## src/hdl/activity_hysteresis_counter_macros.svh

```systemverilog
// ----------------------------------------------------------------------------
// Assertion macros for the activity hysteresis counter
// Clocked on i_clk, disabled while i_rst_n is low.
// ----------------------------------------------------------------------------
`ifndef ACTIVITY_HYSTERESIS_COUNTER_MACROS_SVH
`define ACTIVITY_HYSTERESIS_COUNTER_MACROS_SVH

// plain clocked property
`define AHC_ASSERT_CLK(lbl, prop, msg) \
    lbl: assert property (@(posedge i_clk) disable iff (!i_rst_n) prop) \
        else $error(msg);

// same-cycle implication
`define AHC_ASSERT_IMPLY(lbl, ante, cons, msg) \
    `AHC_ASSERT_CLK(lbl, (ante) |-> (cons), msg)

// next-cycle implication
`define AHC_ASSERT_NEXT(lbl, ante, cons, msg) \
    `AHC_ASSERT_CLK(lbl, (ante) |=> (cons), msg)

`endif

```

## src/hdl/ahc_pkg.sv

```systemverilog
// ----------------------------------------------------------------------------
// ahc_pkg
// Types and constants shared by the activity hysteresis counter modules.
// ----------------------------------------------------------------------------
package ahc_pkg;

    localparam int PROBS     = 8;
    localparam int PROB_W    = 16;
    localparam int CLS_W     = 3;
    localparam int CNT_W     = 16;
    localparam int TOTAL_W   = 32;
    localparam int CD_W      = 4;
    localparam int IN_DATA_W = 160;
    localparam int OUT_DATA_W = 56;

    // operation codes
    localparam logic [1:0] OP_CLASSIFY = 2'd0;
    localparam logic [1:0] OP_RESET    = 2'd1;
    localparam logic [1:0] OP_SUMMARY  = 2'd2;

    // event codes
    localparam logic [2:0] EV_NOTHING   = 3'd0;
    localparam logic [2:0] EV_START     = 3'd1;
    localparam logic [2:0] EV_REP       = 3'd2;
    localparam logic [2:0] EV_RUN_END   = 3'd3;
    localparam logic [2:0] EV_RESET     = 3'd4;
    localparam logic [2:0] EV_SUM_COUNT = 3'd5;
    localparam logic [2:0] EV_SUM_TOTAL = 3'd6;

    // configuration register indexes
    localparam logic [2:0] CFG_START_TH = 3'd0;
    localparam logic [2:0] CFG_END_TH   = 3'd1;
    localparam logic [2:0] CFG_CD_WIN   = 3'd2;
    localparam logic [2:0] CFG_IDLE     = 3'd3;
    localparam logic [2:0] CFG_RUN      = 3'd4;

    localparam logic [PROB_W-1:0] START_TH_RST = 16'd58982;
    localparam logic [PROB_W-1:0] END_TH_RST   = 16'd26214;
    localparam logic [CD_W-1:0]   CD_WIN_RST   = 4'd3;
    localparam logic [CLS_W-1:0]  IDLE_RST     = 3'd0;
    localparam logic [CLS_W-1:0]  RUN_RST      = 3'd1;

    // ms -> s: x / 1000 == (x * DIV_MAGIC) >> DIV_SHIFT for every 32-bit x
    localparam int PROD_W    = 61;
    localparam int DIV_SHIFT = 38;
    localparam logic [28:0] DIV_MAGIC = 29'd274877907;

    localparam logic [CNT_W-1:0] CNT_MAX = 16'hFFFF;

    typedef enum logic [2:0] {
        S_IDLE,
        S_EVAL,
        S_MUL,
        S_UPD,
        S_RST,
        S_SREAD,
        S_SEMIT,
        S_STOT
    } t_state;

    typedef enum logic [1:0] {
        K_NONE,
        K_START,
        K_END_RUN,
        K_END_REP
    } t_kind;

    typedef struct packed {
        logic              found;
        logic [CLS_W-1:0]  idx;
        logic [PROB_W-1:0] prob;
    } t_best;

endpackage

```

## src/hdl/ahc_argmax.sv

```systemverilog
// ----------------------------------------------------------------------------
// ahc_argmax
// Registered strict argmax over the class probabilities; lowest index wins
// a tie, nothing is found when every probability is zero.
// ----------------------------------------------------------------------------
module ahc_argmax #(
    parameter int CLASSES = 8
) (
    input  logic                                   i_clk,
    input  logic                                   i_load,
    input  logic [CLASSES-1:0][ahc_pkg::PROB_W-1:0] i_prob,
    output ahc_pkg::t_best                         o_best
);
    import ahc_pkg::*;

    t_best best_c;
    t_best r_best;

    always_comb begin
        best_c = '0;
        for (int c = 0; c < CLASSES; c++) begin
            if (i_prob[c] > best_c.prob) begin
                best_c.prob  = i_prob[c];
                best_c.idx   = CLS_W'(c);
                best_c.found = 1'b1;
            end
        end
    end

    always_ff @(posedge i_clk) begin
        if (i_load) begin
            r_best <= best_c;
        end
    end

    assign o_best = r_best;

endmodule

```

## src/hdl/activity_hysteresis_counter.sv

```systemverilog
// ----------------------------------------------------------------------------
// activity_hysteresis_counter
// Exercise start/end hysteresis with cooldown, per-class repetition counts
// held in a small synchronous memory, and a timed run total.
// ----------------------------------------------------------------------------
// Usage:
//   s_axis carries one command per beat: tuser = operation, tdata = the
//   class probabilities and the millisecond timestamp. m_axis returns the
//   event beats; tlast marks the final beat of a command.
//   One command is in work at a time; s_axis_tready is high only while the
//   sequencer waits for a command.
//   Classification: after the accept the sequencer steps through the count
//   read, the ms-to-s multiply, and the update and write-back that loads the
//   output register, then takes the next command. Reset command: a clearing
//   step that emits the reset beat. Summary: a read step and an emit step per
//   reported class (one count memory read each), a read step per skipped
//   class, then a step for the total. Operation 3 is dropped at accept with no beat.
//   The output register holds a beat until m_axis_tready; the sequencer
//   stalls in its emitting step meanwhile and resumes when the slot frees.
//   Reset (i_rst_n low at a clock edge) loads the register defaults and
//   clears the exercise state and run total; count valid bits are cleared
//   at once, so no clearing pass is needed.
//   Configuration writes through i_cfg_* apply at once; write them only
//   while no command is in work.
// ----------------------------------------------------------------------------
`include "activity_hysteresis_counter_macros.svh"

module activity_hysteresis_counter #(
    parameter int CLASSES = 8
) (
    input  logic                               i_clk,
    input  logic                               i_rst_n,
    // config
    input  logic                               i_cfg_we,
    input  logic [2:0]                         i_cfg_idx,
    input  logic [15:0]                        i_cfg_data,
    // commands
    input  logic                               s_axis_tvalid,
    output logic                               s_axis_tready,
    // prob_0 .. prob_7 (16 b each), now_ms (32 b)
    input  logic [ahc_pkg::IN_DATA_W-1:0]      s_axis_tdata,
    // operation (2 b)
    input  logic [1:0]                         s_axis_tuser,
    // events
    output logic                               m_axis_tvalid,
    input  logic                               m_axis_tready,
    // class_index (3 b), count (16 b), run_seconds (32 b), exercising (1 b), pad
    output logic [ahc_pkg::OUT_DATA_W-1:0]     m_axis_tdata,
    // event_res (3 b)
    output logic [2:0]                         m_axis_tuser,
    output logic                               m_axis_tlast
);
    import ahc_pkg::*;

    localparam int AW = (CLASSES > 1) ? $clog2(CLASSES) : 1;
    localparam int CW = $clog2(CLASSES + 1);

    // config registers
    logic [PROB_W-1:0] r_start_th, r_end_th;
    logic [CD_W-1:0]   r_cd_win;
    logic [CLS_W-1:0]  r_idle, r_run;

    // sequencer and state
    t_state r_state, n_state;
    t_kind  r_kind, n_kind;
    logic                 r_active, n_active;
    logic [AW-1:0]        r_aidx, n_aidx;
    logic [CD_W-1:0]      r_cd, n_cd;
    logic [TOTAL_W-1:0]   r_run_start, n_run_start;
    logic [TOTAL_W-1:0]   r_total, n_total;
    logic [CW-1:0]        r_idx, n_idx;
    logic [AW-1:0]        r_cls, n_cls;
    logic [TOTAL_W-1:0]   r_diff, n_diff;
    logic [PROD_W-1:0]    r_prod, n_prod;

    // captured command
    logic [CLASSES-1:0][PROB_W-1:0] r_prob;
    logic [CLASSES-1:0][PROB_W-1:0] in_prob;
    logic [TOTAL_W-1:0]             r_now;
    t_best                          best;

    // count memory
    logic [CNT_W-1:0]   r_mem [CLASSES];
    logic [CLASSES-1:0] r_vld, n_vld;
    logic [CNT_W-1:0]   r_rd_data;
    logic               r_rd_vld;
    logic               rd_en, mem_we;
    logic [AW-1:0]      rd_addr, wr_addr;
    logic [CNT_W-1:0]   wr_data;

    // output register
    logic               r_ov;
    logic [2:0]         r_o_ev, n_o_ev;
    logic [CLS_W-1:0]   r_o_cls, n_o_cls;
    logic [CNT_W-1:0]   r_o_cnt, n_o_cnt;
    logic [TOTAL_W-1:0] r_o_total, n_o_total;
    logic               r_o_exer, n_o_exer;
    logic               r_o_last, n_o_last;

    logic               accept, slot_free, push;
    logic [CD_W-1:0]    cd_dec;
    logic [CNT_W-1:0]   rd_cnt, cnt_inc;
    logic [CLS_W-1:0]   idx_cls;
    logic               idx_skip, idx_done;

    always_comb begin
        for (int c = 0; c < CLASSES; c++) begin
            in_prob[c] = s_axis_tdata[c*PROB_W +: PROB_W];
        end
    end

    ahc_argmax #(
        .CLASSES (CLASSES)
    ) u_argmax (
        .i_clk  (i_clk),
        .i_load (accept),
        .i_prob (in_prob),
        .o_best (best)
    );

    assign s_axis_tready = (r_state == S_IDLE);
    assign accept        = s_axis_tvalid && s_axis_tready;
    assign slot_free     = !r_ov || m_axis_tready;

    assign cd_dec   = (r_cd != '0) ? r_cd - 1'b1 : r_cd;
    assign rd_cnt   = r_rd_vld ? r_rd_data : '0;
    assign cnt_inc  = (rd_cnt == CNT_MAX) ? rd_cnt : rd_cnt + 1'b1;
    assign idx_cls  = CLS_W'(r_idx);
    assign idx_done = (r_idx == CW'(CLASSES));
    assign idx_skip = (idx_cls == r_idle) || (idx_cls == r_run);

    // next state
    always_comb begin
        n_state = r_state;
        case (r_state)
            S_IDLE: begin
                if (accept) begin
                    case (s_axis_tuser)
                        OP_CLASSIFY: n_state = S_EVAL;
                        OP_RESET:    n_state = S_RST;
                        OP_SUMMARY:  n_state = S_SREAD;
                        default:     n_state = S_IDLE;
                    endcase
                end
            end
            S_EVAL:  n_state = S_MUL;
            S_MUL:   n_state = S_UPD;
            S_UPD:   n_state = slot_free ? S_IDLE : S_UPD;
            S_RST:   n_state = slot_free ? S_IDLE : S_RST;
            S_SREAD: begin
                if (idx_done) begin
                    n_state = S_STOT;
                end else if (!idx_skip) begin
                    n_state = S_SEMIT;
                end
            end
            S_SEMIT: n_state = slot_free ? S_SREAD : S_SEMIT;
            S_STOT:  n_state = slot_free ? S_IDLE : S_STOT;
            default: n_state = S_IDLE;
        endcase
    end

    // datapath and outputs
    always_comb begin
        n_kind      = r_kind;
        n_active    = r_active;
        n_aidx      = r_aidx;
        n_cd        = r_cd;
        n_run_start = r_run_start;
        n_total     = r_total;
        n_idx       = r_idx;
        n_cls       = r_cls;
        n_diff      = r_now - r_run_start;
        n_prod      = PROD_W'(r_diff) * PROD_W'(DIV_MAGIC);
        n_vld       = r_vld;
        rd_en       = 1'b0;
        rd_addr     = r_aidx;
        mem_we      = 1'b0;
        wr_addr     = r_cls;
        wr_data     = cnt_inc;
        push        = 1'b0;
        n_o_ev      = EV_NOTHING;
        n_o_cls     = '0;
        n_o_cnt     = '0;
        n_o_total   = r_total;
        n_o_exer    = r_active;
        n_o_last    = 1'b1;
        case (r_state)
            S_IDLE: begin
                if (accept) begin
                    n_idx = '0;
                end
            end
            S_EVAL: begin
                n_cd = cd_dec;
                rd_en = 1'b1;
                if (!r_active) begin
                    n_cls   = best.idx[AW-1:0];
                    rd_addr = best.idx[AW-1:0];
                    if (best.found && (best.prob > r_start_th) && (best.idx != r_idle)
                            && (cd_dec == '0)) begin
                        n_kind = K_START;
                    end else begin
                        n_kind = K_NONE;
                    end
                end else begin
                    n_cls = r_aidx;
                    if (r_prob[r_aidx] < r_end_th) begin
                        n_kind = (CLS_W'(r_aidx) == r_run) ? K_END_RUN : K_END_REP;
                    end else begin
                        n_kind = K_NONE;
                    end
                end
            end
            S_UPD: begin
                if (slot_free) begin
                    push = 1'b1;
                    case (r_kind)
                        K_START: begin
                            n_active = 1'b1;
                            n_aidx   = r_cls;
                            if (CLS_W'(r_cls) == r_run) begin
                                n_run_start = r_now;
                            end
                            n_o_ev  = EV_START;
                            n_o_cls = CLS_W'(r_cls);
                            n_o_cnt = rd_cnt;
                        end
                        K_END_RUN: begin
                            n_active = 1'b0;
                            n_cd     = r_cd_win;
                            n_total  = r_total
                                     + TOTAL_W'(r_prod[PROD_W-1:DIV_SHIFT]);
                            n_o_ev   = EV_RUN_END;
                            n_o_cls  = CLS_W'(r_cls);
                        end
                        K_END_REP: begin
                            n_active = 1'b0;
                            n_cd     = r_cd_win;
                            mem_we   = 1'b1;
                            n_vld[r_cls] = 1'b1;
                            n_o_ev   = EV_REP;
                            n_o_cls  = CLS_W'(r_cls);
                            n_o_cnt  = cnt_inc;
                        end
                        default: begin
                            n_o_ev = EV_NOTHING;
                        end
                    endcase
                    n_o_total = n_total;
                    n_o_exer  = n_active;
                end
            end
            S_RST: begin
                if (slot_free) begin
                    push      = 1'b1;
                    n_vld     = '0;
                    n_total   = '0;
                    n_active  = 1'b0;
                    n_cd      = '0;
                    n_o_ev    = EV_RESET;
                    n_o_total = '0;
                    n_o_exer  = 1'b0;
                end
            end
            S_SREAD: begin
                if (!idx_done) begin
                    if (idx_skip) begin
                        n_idx = CW'(r_idx + 1'b1);
                    end else begin
                        rd_en   = 1'b1;
                        rd_addr = r_idx[AW-1:0];
                    end
                end
            end
            S_SEMIT: begin
                if (slot_free) begin
                    push     = 1'b1;
                    n_idx    = CW'(r_idx + 1'b1);
                    n_o_ev   = EV_SUM_COUNT;
                    n_o_cls  = idx_cls;
                    n_o_cnt  = rd_cnt;
                    n_o_last = 1'b0;
                end
            end
            S_STOT: begin
                if (slot_free) begin
                    push   = 1'b1;
                    n_o_ev = EV_SUM_TOTAL;
                end
            end
            default: begin
                push = 1'b0;
            end
        endcase
    end

    // control registers
    always_ff @(posedge i_clk) begin
        if (!i_rst_n) begin
            r_state     <= S_IDLE;
            r_kind      <= K_NONE;
            r_active    <= 1'b0;
            r_aidx      <= '0;
            r_cd        <= '0;
            r_run_start <= '0;
            r_total     <= '0;
            r_idx       <= '0;
            r_vld       <= '0;
            r_ov        <= 1'b0;
            r_start_th  <= START_TH_RST;
            r_end_th    <= END_TH_RST;
            r_cd_win    <= CD_WIN_RST;
            r_idle      <= IDLE_RST;
            r_run       <= RUN_RST;
        end else begin
            r_state     <= n_state;
            r_kind      <= n_kind;
            r_active    <= n_active;
            r_aidx      <= n_aidx;
            r_cd        <= n_cd;
            r_run_start <= n_run_start;
            r_total     <= n_total;
            r_idx       <= n_idx;
            r_vld       <= n_vld;
            if (push) begin
                r_ov <= 1'b1;
            end else if (m_axis_tready) begin
                r_ov <= 1'b0;
            end
            if (i_cfg_we) begin
                case (i_cfg_idx)
                    CFG_START_TH: r_start_th <= i_cfg_data;
                    CFG_END_TH:   r_end_th   <= i_cfg_data;
                    CFG_CD_WIN:   r_cd_win   <= i_cfg_data[CD_W-1:0];
                    CFG_IDLE:     r_idle     <= i_cfg_data[CLS_W-1:0];
                    CFG_RUN:      r_run      <= i_cfg_data[CLS_W-1:0];
                    default:      r_run      <= r_run;
                endcase
            end
        end
    end

    // payload registers
    always_ff @(posedge i_clk) begin
        if (accept) begin
            r_prob <= in_prob;
            r_now  <= s_axis_tdata[PROBS*PROB_W +: TOTAL_W];
        end
        r_cls  <= n_cls;
        r_diff <= n_diff;
        r_prod <= n_prod;
        if (push) begin
            r_o_ev    <= n_o_ev;
            r_o_cls   <= n_o_cls;
            r_o_cnt   <= n_o_cnt;
            r_o_total <= n_o_total;
            r_o_exer  <= n_o_exer;
            r_o_last  <= n_o_last;
        end
    end

    // count memory, registered read
    always_ff @(posedge i_clk) begin
        if (mem_we) begin
            r_mem[wr_addr] <= wr_data;
        end
        if (rd_en) begin
            r_rd_data <= r_mem[rd_addr];
            r_rd_vld  <= r_vld[rd_addr];
        end
    end

    assign m_axis_tvalid = r_ov;
    assign m_axis_tuser  = r_o_ev;
    assign m_axis_tlast  = r_o_last;
    assign m_axis_tdata  = {4'b0000, r_o_exer, r_o_total, r_o_cnt, r_o_cls};

    `AHC_ASSERT_CLK(a_no_rw_overlap, !(mem_we && rd_en), "count memory read and write collide")
    `AHC_ASSERT_IMPLY(a_no_overwrite, r_ov && !m_axis_tready, !push, "pending beat overwritten")
    `AHC_ASSERT_NEXT(a_reset_clears, push && (r_state == S_RST), (r_vld == '0) && !r_active && (r_total == '0), "reset command left state")
    `AHC_ASSERT_IMPLY(a_start_exer, push && (n_o_ev == EV_START), n_o_exer && n_o_last, "start beat without exercise")

endmodule
```

## config.mk

```make
export PLATFORM = sky130hd
export DESIGN_NAME = activity_hysteresis_counter
export DESIGN_NICKNAME = d
export VERILOG_FILES = /design/src/hdl/ahc_pkg.sv /design/src/hdl/ahc_argmax.sv /design/src/hdl/activity_hysteresis_counter.sv
export VERILOG_INCLUDE_DIRS = /design/src /design/src/hdl
export SDC_FILE = /design/constraint.sdc
export NUM_CORES = 2
export LEC_CHECK = 0
export ABC_AREA = 1
export BUFFER_PORTS_ARGS = -buffer_cell sky130_fd_sc_hd__buf_2
export CAP_MARGIN = 20
export CORE_MARGIN = 3
export CORE_UTILIZATION = 55
export CTS_CLUSTER_DIAMETER = 200
export DETAILED_ROUTE_END_ITERATION = 10
export PLACE_DENSITY_LB_ADDON = 0.25
export SLEW_MARGIN = 25
export SYNTH_ARGS = -nofsm -noshare
export SYNTH_HDL_FRONTEND = slang
export SYNTH_SLANG_ARGS = --single-unit
```

## constraint.sdc

```tcl
create_clock -name i_clk -period 33.3 [get_ports i_clk]
set_input_delay 1.665 -clock i_clk [delete_from_list [all_inputs] [get_ports i_clk]]
set_output_delay 1.665 -clock i_clk [all_outputs]
set_load 0.005 [all_outputs]
```

==> qor.yml <==
wl_per_cell_um: 18.7
reg2reg_depth: 35
slowest_stage: "nand2_1"
r2r_end: "r_prod[59]$_DFF_P_"
overflow: 0
dr.pass1.iters: 5
coreArea_mm2: 0.0749
ys_top_cells_by_area: "edfxtp_1, ha_1, fa_1, dfxtp_1, inv_1"
die-area_mm2: 0.0794
grt_setup_unrepaired: "no"
cpPeakStageDelay_ns: 0.68
crit_family: "simple AND/OR/NAND/NOR gates"
synth_seq_cells: 571
min_delay_path_depth: 2
numCtsBuffers: 58
postCtsResizedCells: 0
antenna_found_initial: 17
synth-main-ff-cell: "edfxtp_1"
cp.arrival_ns: 15.40
drt_iter0_drc: 2109
maxSlewViolCount: 0
tns_ns: 0
multiInputGateArea_mm2: 0.0235
async_flop_share: 0
postCtsSetupRepairBufs: 0
synth_edf_count: 384
die_width_um: 282
grt_max_degree: 181
port-buffer-count: 243
hold_end: "r_vld[3]$_SDFFE_PN0P_"
cts_tree: "yes"
skew_ns: 0.0199
initial_utilization: 0.558
grt_pass1_wl_mm: 165
ys_warn_count: 0
synth_cell_types: 51
clock-sinks: 571
drt-total-wl_mm: 105
maxSlewHeadroom: 0.211
hold_start: "r_vld[3]$_SDFFE_PN0P_"
crit_path_start_kind: "input pin"
fp.dieH_um: 282
synth_top_area_frac: 0.275
place_congestion: 0.955
ctsLongestPathBuffers: 3
min_period_ns: 15.05
crit_top_cell: "nand2_1"
rows: 100
end_kind: "register"
htreeDepth: 2
maxCapViolations: 0
final.fill_count: 6180
final_layout_size_suffix_gt1_frac: 0.0893
synth_cells: 4331
grtUsageTotal: 0.267
avgSynthCellArea_um2: 9.66
viasPerCell: 5.51
clock_latency_ns: 0.63
clk_pin_slew_ns: 0.07
outcome: "complete, no violations"
critPathBufInv: 8
tightest_slew_ns: 1.18
max_freq_mhz: 66.5
crit_type: "in -> reg"
finalSetupViolCount: 0
finalCritPeriodShare: 0.452
reg2reg_slack_ns: 25.44
drc: 0
ant_nets: 0
rr_startpoint: "r_diff[7]$_DFF_P_"
hpwl_mm: 80.6
first_global_vias: 30539
required_ns: 33.65
clk_root_buffer_cell: "clkbuf_16"
critPathMaxFanout: 34
syn_area_mm2: 0.0419
yosysTopAreaCell: "edfxtp_1"
synth-seq-area-share: 0.365
hold_path.class: "reg -> reg"
report.final.hold_viol_count: 0
regArea_mm2: 0.0153
ctsHoldBuffers: 0
dr_total_vias: 30842
fin_nets: 5641
io-pin-count: 248
syn2layout_area_growth_pct: 10.3
-- layer usage --
layer	vias to the layer above	global-route usage	routed length, um
li1	15043	-	-
met1	14599	0.372	46400
met2	972	0.421	46500
met3	212	0.0540	7970
met4	16	0.0869	3570
met5	-	0	93
-- synthesized netlist by cell type (7+ instances only) --
cell         n
o221ai_1     7
xor2_1      52
a211oi_1    18
nand3_1    133
o21ai_1     10
o21ai_0    331
clkinv_1     8
fa_1       300
o211ai_1    27
edfxtp_1   384
nor2_1     344
a2111oi_0    8
nor3_1      25
a21oi_1    270
or2_2       16
o21a_1       9
inv_1      725
o22ai_1     46
ha_1       591
nor4_1      13
nand4_1     34
o21bai_1    26
buf_4        7
and2_1      16
clkbuf_1    93
o31ai_1      8
a31oi_1     46
xnor2_1     29
dfxtp_1    187
nand2_1    512
-- how the worst max path moves through the flow --
stage               startpoint                                end  slack, ns  cells past startpoint
2_1_floorplan  s_axis_tdata[7]       u_argmax.o_best[5]$_DFFE_PP_      20.86                     78
3_3_place_gp   s_axis_tdata[7]  u_argmax.o_best[19]$_SDFFCE_PP1P_      18.20                     67
3_5_place_dp   s_axis_tdata[7]  u_argmax.o_best[19]$_SDFFCE_PP1P_      17.78                     67
4_1_cts        s_axis_tdata[7]  u_argmax.o_best[19]$_SDFFCE_PP1P_      18.37                     67
5_1_grt        s_axis_tdata[7]      u_argmax.o_best[13]$_DFFE_PP_      16.54                     70
6_report       s_axis_tdata[7]      u_argmax.o_best[10]$_DFFE_PP_      18.25                     69
-- through the flow --
| step | hold WS [ns] | area, um^2 | std cells | worst slack (ns) | util |
|---|---|---|---|---|---|
| finish | 0.449 | 46100 | 5594 | 18.25 | 0.616 |
| global route | 0.470 | 46100 | 5583 | 16.54 | 0.615 |
| CTS | 0.447 | 46100 | 5583 | 18.37 | 0.615 |
| detailed placement | 0.437 | 44200 | 5473 | 17.78 | 0.590 |
| global placement | 0.434 | 44200 | 5473 | 18.20 | 0.590 |
| floorplan | 0.427 | 41900 | 4334 | 20.86 | - |
-- cell usage in the layout, fill, tap and decap left out, types with 34 or more instances in the layout --
master / instances
inv_1: 725
ha_1: 591
nand2_1: 511
edfxtp_1: 384
nor2_1: 343
o21ai_0: 330
fa_1: 300
a21oi_1: 270
buf_2: 243
dfxtp_1: 186
nand3_1: 132
clkbuf_16: 62
xor2_1: 52
o22ai_1: 46
a31oi_1: 45
buf_4: 36
nand4_1: 34
-- area by class of cell --
class / instances / share of cell area
clock buffers: 77 / 0.0354
well taps: 969 / 0.0263
flip-flops and latches: 571 / 0.331
inverters: 736 / 0.0599
clock inverters: 33 / 0.00594
multi-input cells: 2917 / 0.508
diodes: 11 / 0.000596
repair buffers: 280 / 0.0326
-- tightest hold or removal path, delay by kind of cell, from the launching register on --
family                 cells  cell delay [ns]
buffers and inverters      1             0.04
AO/OA/AOI/OAI              1             0.05
flip-flops                 1             0.31
-- cells by family after synthesis --
group                      count (synthesis)  synth area share
xor gates and xnor gates                  81            0.0169
DFF                                      571             0.365
and+or+nand+nor                         1116             0.112
other                                      1         0.0000896
buffers and inverters                    846            0.0768
adders and majority gates                891             0.320
AOI/OAI and AO/OA                        825             0.110
-- flip-flops by register name, summed over array words and instances, names as in the netlist, 20 cells and up --
register and cells:
u_argmax.o_best 20, r_run_start 32, r_diff 32, r_prob 128, r_total 32, r_prod 23, r_o_total 32, r_now 32
r_mem 128
Power is left out: the tool's default activity adds up to more than one toggle a clock period on the data nets, which glitch-free logic cannot reach.
